==> src/design/hdlcdec_pkg.sv <==
`timescale 1ns / 1ps
// ----------------------------------------------------------------------------
// hdlcdec_pkg
// Shared types, constants and the byte-wise crc-16 step of the hdlc deframer.
// ----------------------------------------------------------------------------
package hdlcdec_pkg;

  localparam logic [7:0]  FlagByte    = 8'h7E;
  localparam logic [7:0]  EscByte     = 8'h7D;
  localparam logic [7:0]  EscFlip     = 8'h20;
  localparam logic [15:0] CrcPoly     = 16'h1021;
  localparam logic [15:0] CrcInit     = 16'h0000;
  localparam logic [2:0]  MinFrameLen = 3'd4;
  localparam int unsigned QueueDepth  = 2;

  typedef enum logic [1:0] {
    KindType   = 2'd0,
    KindMsg    = 2'd1,
    KindStatus = 2'd2
  } kind_e;

  typedef enum logic [1:0] {
    StatOk    = 2'd0,
    StatCrc   = 2'd1,
    StatShort = 2'd2,
    StatEsc   = 2'd3
  } status_e;

  // one event handed from the front to the back
  typedef struct packed {
    logic       is_close;  // closing flag, else a decoded byte
    logic       bad_esc;   // bad or dangling escape seen in this frame
    logic [7:0] data;
  } evt_t;

  function automatic logic [15:0] crc16_byte(input logic [15:0] crc, input logic [7:0] d);
    logic [15:0] c;
    c = crc ^ {d, 8'h00};
    for (int b = 0; b < 8; b++) begin
      c = c[15] ? ({c[14:0], 1'b0} ^ CrcPoly) : {c[14:0], 1'b0};
    end
    return c;
  endfunction

endpackage

==> src/design/hdlcdec_fifo.sv <==
`timescale 1ns / 1ps
// ----------------------------------------------------------------------------
// hdlcdec_fifo
// Short event queue between the deframer front and back.
// ----------------------------------------------------------------------------
module hdlcdec_fifo #(
  parameter int unsigned Depth = hdlcdec_pkg::QueueDepth
) (
  input  logic               clk_i,
  input  logic               rst_ni,
  input  logic               push_i,
  input  hdlcdec_pkg::evt_t  push_data_i,
  output logic               full_o,
  input  logic               pop_i,
  output logic               not_empty_o,
  output hdlcdec_pkg::evt_t  pop_data_o
);

  localparam int unsigned PtrW = $clog2(Depth);
  localparam int unsigned CntW = $clog2(Depth + 1);

  hdlcdec_pkg::evt_t mem_q [Depth];
  logic [PtrW-1:0]   wr_ptr_q, wr_ptr_d;
  logic [PtrW-1:0]   rd_ptr_q, rd_ptr_d;
  logic [CntW-1:0]   cnt_q, cnt_d;
  logic              do_push, do_pop;

  assign full_o      = (cnt_q == CntW'(Depth));
  assign not_empty_o = (cnt_q != '0);
  assign pop_data_o  = mem_q[rd_ptr_q];
  assign do_push     = push_i & ~full_o;
  assign do_pop      = pop_i & not_empty_o;

  always_comb begin
    wr_ptr_d = wr_ptr_q;
    rd_ptr_d = rd_ptr_q;
    cnt_d    = cnt_q;
    if (do_push) begin
      wr_ptr_d = (wr_ptr_q == PtrW'(Depth - 1)) ? '0 : wr_ptr_q + 1'b1;
    end
    if (do_pop) begin
      rd_ptr_d = (rd_ptr_q == PtrW'(Depth - 1)) ? '0 : rd_ptr_q + 1'b1;
    end
    if (do_push && !do_pop) begin
      cnt_d = cnt_q + 1'b1;
    end else if (do_pop && !do_push) begin
      cnt_d = cnt_q - 1'b1;
    end
  end

  always_ff @(posedge clk_i or negedge rst_ni) begin
    if (!rst_ni) begin
      wr_ptr_q <= '0;
      rd_ptr_q <= '0;
      cnt_q    <= '0;
    end else begin
      wr_ptr_q <= wr_ptr_d;
      rd_ptr_q <= rd_ptr_d;
      cnt_q    <= cnt_d;
    end
  end

  always_ff @(posedge clk_i) begin
    if (do_push) begin
      mem_q[wr_ptr_q] <= push_data_i;
    end
  end

endmodule

==> src/design/hdlcdec_front.sv <==
`timescale 1ns / 1ps
// ----------------------------------------------------------------------------
// hdlcdec_front
// Flag hunting and escape removal; turns line bytes into queue events.
// ----------------------------------------------------------------------------
module hdlcdec_front (
  input  logic               clk_i,
  input  logic               rst_ni,
  input  logic               in_fire_i,
  input  logic [7:0]         line_byte_i,
  output logic               push_o,
  output hdlcdec_pkg::evt_t  evt_o
);

  logic inside_q, inside_d;
  logic esc_pend_q, esc_pend_d;
  logic esc_err_q, esc_err_d;

  always_comb begin
    inside_d     = inside_q;
    esc_pend_d   = esc_pend_q;
    esc_err_d    = esc_err_q;
    push_o       = 1'b0;
    evt_o.is_close = 1'b0;
    evt_o.bad_esc  = esc_err_q | esc_pend_q;
    evt_o.data     = line_byte_i;
    if (in_fire_i) begin
      if (!inside_q) begin
        if (line_byte_i == hdlcdec_pkg::FlagByte) begin
          inside_d   = 1'b1;
          esc_pend_d = 1'b0;
          esc_err_d  = 1'b0;
        end
      end else if (line_byte_i == hdlcdec_pkg::FlagByte) begin
        push_o         = 1'b1;
        evt_o.is_close = 1'b1;
        inside_d       = 1'b0;
        esc_pend_d     = 1'b0;
        esc_err_d      = 1'b0;
      end else if (esc_err_q) begin
        // drop everything up to the closing flag
      end else if (esc_pend_q) begin
        esc_pend_d = 1'b0;
        if (line_byte_i == (hdlcdec_pkg::FlagByte ^ hdlcdec_pkg::EscFlip)) begin
          push_o     = 1'b1;
          evt_o.data = hdlcdec_pkg::FlagByte;
        end else if (line_byte_i == (hdlcdec_pkg::EscByte ^ hdlcdec_pkg::EscFlip)) begin
          push_o     = 1'b1;
          evt_o.data = hdlcdec_pkg::EscByte;
        end else begin
          esc_err_d = 1'b1;
        end
      end else if (line_byte_i == hdlcdec_pkg::EscByte) begin
        esc_pend_d = 1'b1;
      end else begin
        push_o = 1'b1;
      end
    end
  end

  always_ff @(posedge clk_i or negedge rst_ni) begin
    if (!rst_ni) begin
      inside_q   <= 1'b0;
      esc_pend_q <= 1'b0;
      esc_err_q  <= 1'b0;
    end else begin
      inside_q   <= inside_d;
      esc_pend_q <= esc_pend_d;
      esc_err_q  <= esc_err_d;
    end
  end

endmodule

==> src/design/hdlcdec_back.sv <==
`timescale 1ns / 1ps
// ----------------------------------------------------------------------------
// hdlcdec_back
// CRC, two-byte hold line, length count and the registered result beat.
// ----------------------------------------------------------------------------
module hdlcdec_back (
  input  logic               clk_i,
  input  logic               rst_ni,
  input  logic               evt_valid_i,
  input  hdlcdec_pkg::evt_t  evt_i,
  output logic               evt_pop_o,
  output logic               out_valid_o,
  input  logic               out_ready_i,
  output logic [7:0]         out_byte_o,
  output logic [1:0]         item_kind_o,
  output logic [1:0]         frame_status_o,
  output logic               frame_end_o
);

  logic [15:0] crc_q, crc_d;
  logic [7:0]  held0_q, held0_d;
  logic [7:0]  held1_q, held1_d;
  logic [2:0]  cnt_q, cnt_d;
  logic        valid_q, valid_d;

  logic                 res_load;
  logic [7:0]           res_byte;
  hdlcdec_pkg::kind_e   res_kind;
  hdlcdec_pkg::status_e res_stat;
  logic [7:0]           byte_q;
  hdlcdec_pkg::kind_e   kind_q;
  hdlcdec_pkg::status_e stat_q;
  logic                 end_q;

  // the output register frees up in the same cycle it is taken
  assign evt_pop_o = evt_valid_i & (~valid_q | out_ready_i);

  always_comb begin
    crc_d    = crc_q;
    held0_d  = held0_q;
    held1_d  = held1_q;
    cnt_d    = cnt_q;
    res_load = 1'b0;
    res_byte = held0_q;
    res_kind = hdlcdec_pkg::KindMsg;
    res_stat = hdlcdec_pkg::StatOk;
    if (evt_pop_o) begin
      if (evt_i.is_close) begin
        res_load = 1'b1;
        res_byte = 8'h00;
        res_kind = hdlcdec_pkg::KindStatus;
        if (evt_i.bad_esc) begin
          res_stat = hdlcdec_pkg::StatEsc;
        end else if (cnt_q < hdlcdec_pkg::MinFrameLen) begin
          res_stat = hdlcdec_pkg::StatShort;
        end else if (crc_q != 16'h0000) begin
          res_stat = hdlcdec_pkg::StatCrc;
        end
        crc_d   = hdlcdec_pkg::CrcInit;
        held0_d = 8'h00;
        held1_d = 8'h00;
        cnt_d   = '0;
      end else begin
        crc_d = hdlcdec_pkg::crc16_byte(crc_q, evt_i.data);
        if (cnt_q >= 3'd2) begin
          res_load = 1'b1;
          res_kind = (cnt_q == 3'd2) ? hdlcdec_pkg::KindType : hdlcdec_pkg::KindMsg;
        end
        held0_d = held1_q;
        held1_d = evt_i.data;
        if (cnt_q < hdlcdec_pkg::MinFrameLen) begin
          cnt_d = cnt_q + 1'b1;
        end
      end
    end
    valid_d = res_load | (valid_q & ~out_ready_i);
  end

  always_ff @(posedge clk_i or negedge rst_ni) begin
    if (!rst_ni) begin
      crc_q   <= hdlcdec_pkg::CrcInit;
      held0_q <= 8'h00;
      held1_q <= 8'h00;
      cnt_q   <= '0;
      valid_q <= 1'b0;
    end else begin
      crc_q   <= crc_d;
      held0_q <= held0_d;
      held1_q <= held1_d;
      cnt_q   <= cnt_d;
      valid_q <= valid_d;
    end
  end

  always_ff @(posedge clk_i) begin
    if (res_load) begin
      byte_q <= res_byte;
      kind_q <= res_kind;
      stat_q <= res_stat;
      end_q  <= (res_kind == hdlcdec_pkg::KindStatus);
    end
  end

  assign out_valid_o    = valid_q;
  assign out_byte_o     = byte_q;
  assign item_kind_o    = kind_q;
  assign frame_status_o = stat_q;
  assign frame_end_o    = end_q;

endmodule

==> src/design/hdlc_frame_decoder_crc16.sv <==
`timescale 1ns / 1ps
// ----------------------------------------------------------------------------
// hdlc_frame_decoder_crc16
// HDLC-style byte deframer with escape removal and CRC-16 (0x1021) check.
// ----------------------------------------------------------------------------
//  channel | handshake                 | payload
//  in      | in_valid_i / in_ready_o   | line_byte_i
//  out     | out_valid_o / out_ready_i | out_byte_o, item_kind_o, frame_status_o,
//          |                           | frame_end_o
//
// one line byte per cycle sustained while out_ready_i holds; the crc step is
// one byte per cycle in the back. a result passes the queue, then the result
// register, on its way out; a decoded byte itself leaves two decoded bytes later.
// reset clears all framing state; the block hunts for a flag.
// a stalled output fills the event queue; in_ready_o drops only once it is full.
module hdlc_frame_decoder_crc16 #(
  parameter int unsigned QueueDepth = hdlcdec_pkg::QueueDepth
) (
  input  logic       clk_i,
  input  logic       rst_ni,
  input  logic       in_valid_i,
  output logic       in_ready_o,
  input  logic [7:0] line_byte_i,
  output logic       out_valid_o,
  input  logic       out_ready_i,
  output logic [7:0] out_byte_o,
  output logic [1:0] item_kind_o,
  output logic [1:0] frame_status_o,
  output logic       frame_end_o
);

  logic              q_full, q_not_empty, q_pop, f_push;
  hdlcdec_pkg::evt_t f_evt, q_evt;

  assign in_ready_o = ~q_full;

  hdlcdec_front u_front (
    .clk_i       (clk_i),
    .rst_ni      (rst_ni),
    .in_fire_i   (in_valid_i & in_ready_o),
    .line_byte_i (line_byte_i),
    .push_o      (f_push),
    .evt_o       (f_evt)
  );

  hdlcdec_fifo #(
    .Depth (QueueDepth)
  ) u_fifo (
    .clk_i       (clk_i),
    .rst_ni      (rst_ni),
    .push_i      (f_push),
    .push_data_i (f_evt),
    .full_o      (q_full),
    .pop_i       (q_pop),
    .not_empty_o (q_not_empty),
    .pop_data_o  (q_evt)
  );

  hdlcdec_back u_back (
    .clk_i          (clk_i),
    .rst_ni         (rst_ni),
    .evt_valid_i    (q_not_empty),
    .evt_i          (q_evt),
    .evt_pop_o      (q_pop),
    .out_valid_o    (out_valid_o),
    .out_ready_i    (out_ready_i),
    .out_byte_o     (out_byte_o),
    .item_kind_o    (item_kind_o),
    .frame_status_o (frame_status_o),
    .frame_end_o    (frame_end_o)
  );

endmodule

==> config.mk <==
export PLATFORM = sky130hd
export DESIGN_NAME = hdlc_frame_decoder_crc16
export DESIGN_NICKNAME = d
export VERILOG_FILES = /design/src/design/hdlcdec_pkg.sv /design/src/design/hdlcdec_fifo.sv /design/src/design/hdlcdec_front.sv /design/src/design/hdlcdec_back.sv /design/src/design/hdlc_frame_decoder_crc16.sv
export SDC_FILE = /design/constraint.sdc
export NUM_CORES = 1
export LEC_CHECK = 0
export ABC_CLOCK_PERIOD_IN_PS = 6400
export BUFFER_PORTS_ARGS = -buffer_cell sky130_fd_sc_hd__buf_2
export CORE_UTILIZATION = 55
export CTS_BUF_LIST = sky130_fd_sc_hd__clkbuf_4
export CTS_CLUSTER_DIAMETER = 200
export DETAILED_ROUTE_END_ITERATION = 10
export PLACE_DENSITY = 0.74
export SETUP_SLACK_MARGIN = 0.05
export SYNTH_ARGS = -nofsm -noshare
export SYNTH_HDL_FRONTEND = slang
export SYNTH_SLANG_ARGS = --single-unit
export TNS_END_PERCENT = 100
==> constraint.sdc <==
create_clock -name clk_i -period 6.4 [get_ports clk_i]
set_clock_uncertainty 0.05 [all_clocks]
set_input_delay 0.64 -clock clk_i [delete_from_list [all_inputs] [get_ports clk_i]]
set_output_delay 0.64 -clock clk_i [all_outputs]
set_load 0.1 [all_outputs]
* Word-level counts from Yosys, hierarchy flattened *
Memory sizes are Yosys's and may differ from the RTL's.
Cells that the tools add are included.

cells by class
  add/subtract/negate cells = 5
  magnitude comparators = 2
  reductions and logical operators = 13
  bitwise operators = 20
  equality and inequality tests = 8
  mux-type cells = 63

operators by type and width
  cell                                                                                 number
  13-bit two-way mux                                                                   8
  8-bit two-way mux                                                                    11
  1-bit two-way mux                                                                    34
  8-bit by 7-bit == test with 1-bit output, second input constant                      4
  3-bit NOT                                                                            8
  16-bit two-way mux                                                                   1
  16-bit nonzero test                                                                  1
  16-bit bitwise XOR                                                                   1
  2-bit two-way mux                                                                    7
  2-bit nonzero test                                                                   4
  3-bit two-way mux                                                                    2
  2-bit AND reduction                                                                  3
  1-bit AND                                                                            5
  2-bit == test, second input constant                                                 2
  3-bit by 1-bit adder with 3-bit output, second input constant                        1
  3-bit by 2-bit == test with 1-bit output, second input constant                      1
  3-bit by 2-bit greater-or-equal comparator with 1-bit output, second input constant  1
  3-bit less-than comparator, second input constant                                    1
  1-bit NOT                                                                            3
  1-bit OR                                                                             3
  3-bit AND reduction                                                                  1
  1-bit adder, second input constant                                                   2
  2-bit by 1-bit adder with 2-bit output, second input constant                        1
  1-bit logical AND                                                                    2
  3 further kinds                                                                      4

storage, ports and cells
  flip-flop bits (word level) = 56
  memories kept = 1
  input bits = 12
  RAM bits = 20
  logic and storage cells = 127

memories
  name          words  width  read ports  clocked after memory_dff  wr ports  RTL line            source
  u_fifo.mem_q  2      10     1           0                         1         hdlcdec_fifo.sv:22  hdlcdec_pkg::evt_t mem_q [Depth];

* Logic depth before layout (Yosys ltp) *
An unclocked memory read counts as a cell.

  word-level depth = 19
  gate-level depth with buffers = 9
  depth with buffers taken out = 8

* By module *
From an unflattened synthesis, not the netlist that was laid out.

second synthesis, totals
  cell total of the unflattened synthesis = 287
  area, all modules = 3479.6 um^2

modules (own cells, without submodules)
  module                    times used  area an instance (um^2)  sequential area each (um^2)  cells an instance
  hdlcdec_back              1           2180.8                   1261.2                       191
  hdlcdec_fifo              1           968.4                    700.7                        50
  hdlcdec_front             1           320.3                    75.1                         44
  hdlc_frame_decoder_crc16  1           10.0                     0.0                          2

* Least setup slack after synthesis *
OpenSTA, ideal clock, no wires.

  kind = flip-flop to flip-flop
  start = register u_fifo.cnt_q[0]
  end = memory u_fifo.mem_q[0][0] in the netlist's numbering (enable)
  path buffers = 0
  period minus slack after synthesis = 2.789 ns
  stages on the path, launching flop included = 6
  arrival = 2.361 ns
  path slack = 3.611 ns
  path through = dfrtp_1 nand2b_1 nand2_1 nor2_1 and3_1 nor2b_1

between the ends
  cells in the longest elaborated chain, start to end = 7

ends and longest elaborated chain
  what                                         RTL line                        source
  start: declaration                           hdlcdec_fifo.sv:25              logic [CntW-1:0] cnt_q, cnt_d;
  start signal: assignment                     hdlcdec_fifo.sv:59              cnt_q <= cnt_d;
  2-bit == test (*)                            hdlcdec_fifo.sv:28              assign full_o = (cnt_q == CntW'(Depth));
  1-bit NOT (*)                                hdlc_frame_decoder_crc16.sv:35  assign in_ready_o = ~q_full;
  net in_ready_o                               hdlc_frame_decoder_crc16.sv:22  output logic in_ready_o,
  1-bit AND                                    hdlc_frame_decoder_crc16.sv:40  .in_fire_i (in_valid_i & in_ready_o),
  1-bit two-way mux                            hdlcdec_front.sv:27             if (in_fire_i) begin
  1-bit AND (*)                                hdlcdec_fifo.sv:31              assign do_push = push_i & ~full_o;
  net u_fifo.do_push                           hdlcdec_fifo.sv:26              logic do_push, do_pop;
  1-bit two-way mux (*)                        hdlcdec_fifo.sv:64              if (do_push) begin
  1-bit two-way mux (implied by the code) (*)  hdlcdec_fifo.sv:65              mem_q[wr_ptr_q] <= push_data_i;
  end: declaration                             hdlcdec_fifo.sv:22

Mark *: on every way through the listed nets, which the timed path passes. The rest lies on a longest branch.

* Final worst setup path *
  start = input line_byte_i[7]
  end = memory u_fifo.mem_q[0][1] in the netlist's numbering (enable)

between the ends
  cells in the longest elaborated chain, start to end = 11

ends and longest elaborated chain
  what                                         RTL line                        source
  start: declaration                           hdlc_frame_decoder_crc16.sv:23  input logic [7:0] line_byte_i,
  8-bit by 7-bit == test with 1-bit output     hdlcdec_front.sv:47             end else if (line_byte_i == (hdlcdec_pkg::EscByte ^ hdlcdec_pkg::EscFlip)) begin
  1-bit two-way mux                            hdlcdec_front.sv:47
  1-bit two-way mux                            hdlcdec_front.sv:44             if (line_byte_i == (hdlcdec_pkg::FlagByte ^ hdlcdec_pkg::EscFlip)) begin
  1-bit two-way mux                            hdlcdec_front.sv:42             end else if (esc_pend_q) begin
  1-bit two-way mux                            hdlcdec_front.sv:40             end else if (esc_err_q) begin
  1-bit two-way mux (*)                        hdlcdec_front.sv:34             end else if (line_byte_i == hdlcdec_pkg::FlagByte) begin
  1-bit two-way mux (*)                        hdlcdec_front.sv:28             if (!inside_q) begin
  1-bit two-way mux (*)                        hdlcdec_front.sv:27
  1-bit AND (*)                                hdlcdec_fifo.sv:31
  net u_fifo.do_push                           hdlcdec_fifo.sv:26
  1-bit two-way mux (*)                        hdlcdec_fifo.sv:64
  1-bit two-way mux (implied by the code) (*)  hdlcdec_fifo.sv:65

Marks and branches as above.

==> impl_results.md <==
- Status: complete, no violations
- Max_slew headroom: 36.3%
- Setup_tns: 0 ps
- Worst reg2reg path endpoint: u_back.out_byte_o[2]$_DFFE_PP_
- Clk buf depth: 2
- Post-CTS Resized: 0
- Period Utilization, post-route: 39.6%
- CP endpoint kind: register
- Largest net degree at the start of global routing: 44
- Commonest non-fill, non-tap cells in the layout: dfrtp_1 (43), edfxtp_1 (32), nand2_1 (28), buf_2 (26), o21ai_0 (19)
- Layout cells sized above 1: 20.1%
- Drt total wl: 5180 um
- Drt drc: 0
- Slew @ Worst Pin: 956 ps
- Vias in the first global route: 1,924
- Post-synthesis sequential area ratio: 61.0%
- Die area: 6380 um^2
- Highest routed layer: met4
- Worst-path clk slew: 110 ps
- Chip width: 79.9 um
- Distinct cells, synth: 42
- CTS H-tree depth: 3
- Max_cap viols: 0
- # fillers: 460
- Area of the multi-input gates: 1210 um^2
- Core area: 5890 um^2
- DPL Wire Length: 3630 um
- WP data arrival: 2520 ps
- Initial antenna violation count: 0
- Met2 wire len: 2440 um
- GPL Wtd Cong: 0.735
- Setup violators final: 0
- Pre-Repair DR Iteration Count: 4
- FF-to-FF path depth: 3
- CTS Buf Count: 9
- Synth-to-layout area growth: 10.1%
- Yosys reg bits: 75
- Io pins: 27
- Mapped Area: 3340 um^2
- Minimum clock period: 2530 ps
- FFs w/ async S/R, synth: 57.3%
- Clk Latency, worst-skew pair: 400 ps
- Post-CTS setup repair buffer count: 0
- Post-synthesis cell count: 257
- Cells along the critical path: buf_2 > and4b_1 > nand2_1 > o41ai_1 > and3_1 > nor2b_1
- Met1 Routed Length: 2510 um
- CTS root buffer: clkbuf_4
- Fmax: 395 MHz
- Synth Flop Type: dfrtp_1
- EDFF count, synth: 32
- CP startpoint kind: input port
- Initial Util: 56.7%
- R2R setup slack: 4010 ps
- Syn_area_per_cell: 13.0 um^2
- Crit path max fanout: 10
- First-pass GRT wire length: 9030 um
- CTS tree: yes
- Initial drt markers: 158
- Clock sinks: 75
- Overflow after GRT: 0
- Commonest non-fill, non-tap cell in the layout: dfrtp_1
- ANT nets after route: 0
- Ys Warns: 0
- Final net count: 296
- Req. time, crit path: 6390 ps
- DR vias/cell: 5.33
- Slowest stage delay, CP: 690 ps
- Die Height: 79.9 um
- CP max-delay cell: nor2b_1
- Syn Nets: 274
- Hold Vio Cnt, Final: 0
- Diode count: 0
- R2R Path Start: u_fifo.rd_ptr_q$_DFFE_PN0P_
- Hold WC Path Type: in2async
- Rows: 28
- WL met3: 145 um
- DR vias: 1,915
- Final Max Slew Viols: 0
- Setup repair after global routing missed its margin: false
- IO buf count: 26
- Crit Path Category: in2reg
- GRT Resource Usage Total: 19.1%
- WL/cell: 14.4 um
- Hold_buf cts: 0
- Sequential cell area: 2040 um^2
[logic make-up after synthesis]
group / count (synthesis) / synth area share, %
XOR/XNOR: 29 / 10.2
flip-flops: 75 / 61.0
adder cells (fa/ha/maj): 5 / 1.87
AO/OA/AOI/OAI: 46 / 8.81
buffers and inverters: 21 / 2.74
multiplexers: 13 / 5.10
AND/OR/NAND/NOR: 68 / 10.2
[cells in the mapped netlist, types with 3 or more instances]
cell type,instances,area (um^2)
inv_1,5,18.8
nor4_1,5,31.3
mux2i_1,8,80.1
xor2_1,10,87.6
nand2_1,28,105
o21ai_1,6,30.0
a22o_1,9,78.8
nor2b_1,14,87.6
ha_1,5,62.6
mux2i_4,3,67.6
xnor2_2,4,65.1
nor2_1,7,26.3
edfxtp_1,32,961
dfrtp_1,43,1080
xnor2_4,3,82.6
nand2b_1,3,18.8
o21ai_0,19,95.1
clkbuf_1,11,41.3
xnor2_1,12,105
[final cells by class]
| type | instances | share of cell area, % |
|---|---|---|
| Sequential cell | 75 | 55.4 |
| Multi-Input combinational cell | 161 | 32.9 |
| Tap cell | 75 | 2.55 |
| Inverter | 5 | 0.511 |
| Timing Repair Buffer | 27 | 3.75 |
| Clock buffer | 10 | 2.04 |
| Clock inverter | 6 | 2.83 |
[registers in the layout, summed over array words and instances (netlist names)]
register and cells:
u_fifo.mem_q 20, u_back.frame_status_o 2, u_front.inside_q 1, u_back.frame_end_o 1, u_fifo.cnt_q 2, u_front.esc_err_q 1, u_front.esc_pend_q 1, u_fifo.wr_ptr_q 1
u_back.held1_q 8, u_back.crc_q 16, u_back.item_kind_o 1, u_back.out_byte_o 8, u_back.cnt_q 3, u_back.held0_q 8, u_back.out_valid_o 1, u_fifo.rd_ptr_q 1
[how the worst max path moves through the flow]
| stage | cells past startpoint | from | end |
|---|---|---|---|
| global placement | 6 | line_byte_i[7] | u_fifo.mem_q[0][7]$_DFFE_PP_ |
| detailed placement | 6 | line_byte_i[7] | u_fifo.mem_q[0][7]$_DFFE_PP_ |
| floorplan | 5 | u_fifo.cnt_q[0]$_DFFE_PN0P_ | u_fifo.mem_q[0][0]$_DFFE_PP_ |
| finish | 6 | line_byte_i[7] | u_fifo.mem_q[0][1]$_DFFE_PP_ |
| CTS | 6 | line_byte_i[7] | u_fifo.mem_q[0][1]$_DFFE_PP_ |
| global route | 6 | line_byte_i[7] | u_fifo.mem_q[0][0]$_DFFE_PP_ |
[worst max-delay path, delay by kind of cell]
kind | cells | cell delay (ps)
simple gates | 4 | 1340
buf+inv | 1 | 110
compound gates | 1 | 430
[metrics by stage]
stage | worst slack, ps | cell area (um^2) | instances | utilization, % | hold WS [ps]
after floorplan | 3610 | 3340 | 257 | - | 294
final | 3870 | 3670 | 359 | 62.4 | 324
after global routing | 3630 | 3670 | 359 | 62.4 | 363
after global placement | 3490 | 3500 | 343 | 59.4 | 411
after detailed placement | 3420 | 3500 | 343 | 59.4 | 426
after CTS | 3850 | 3670 | 359 | 62.4 | 344
[routing by layer]
layer,GRT usage (%),vias up
li1,-,945
met1,25.8,927
met2,29.9,34
met3,3.77,9
met4,9.11,0
met5,0,-
Power is not shown: default switching activity piles up to over one toggle a cycle in this logic, so the estimate is an artifact.
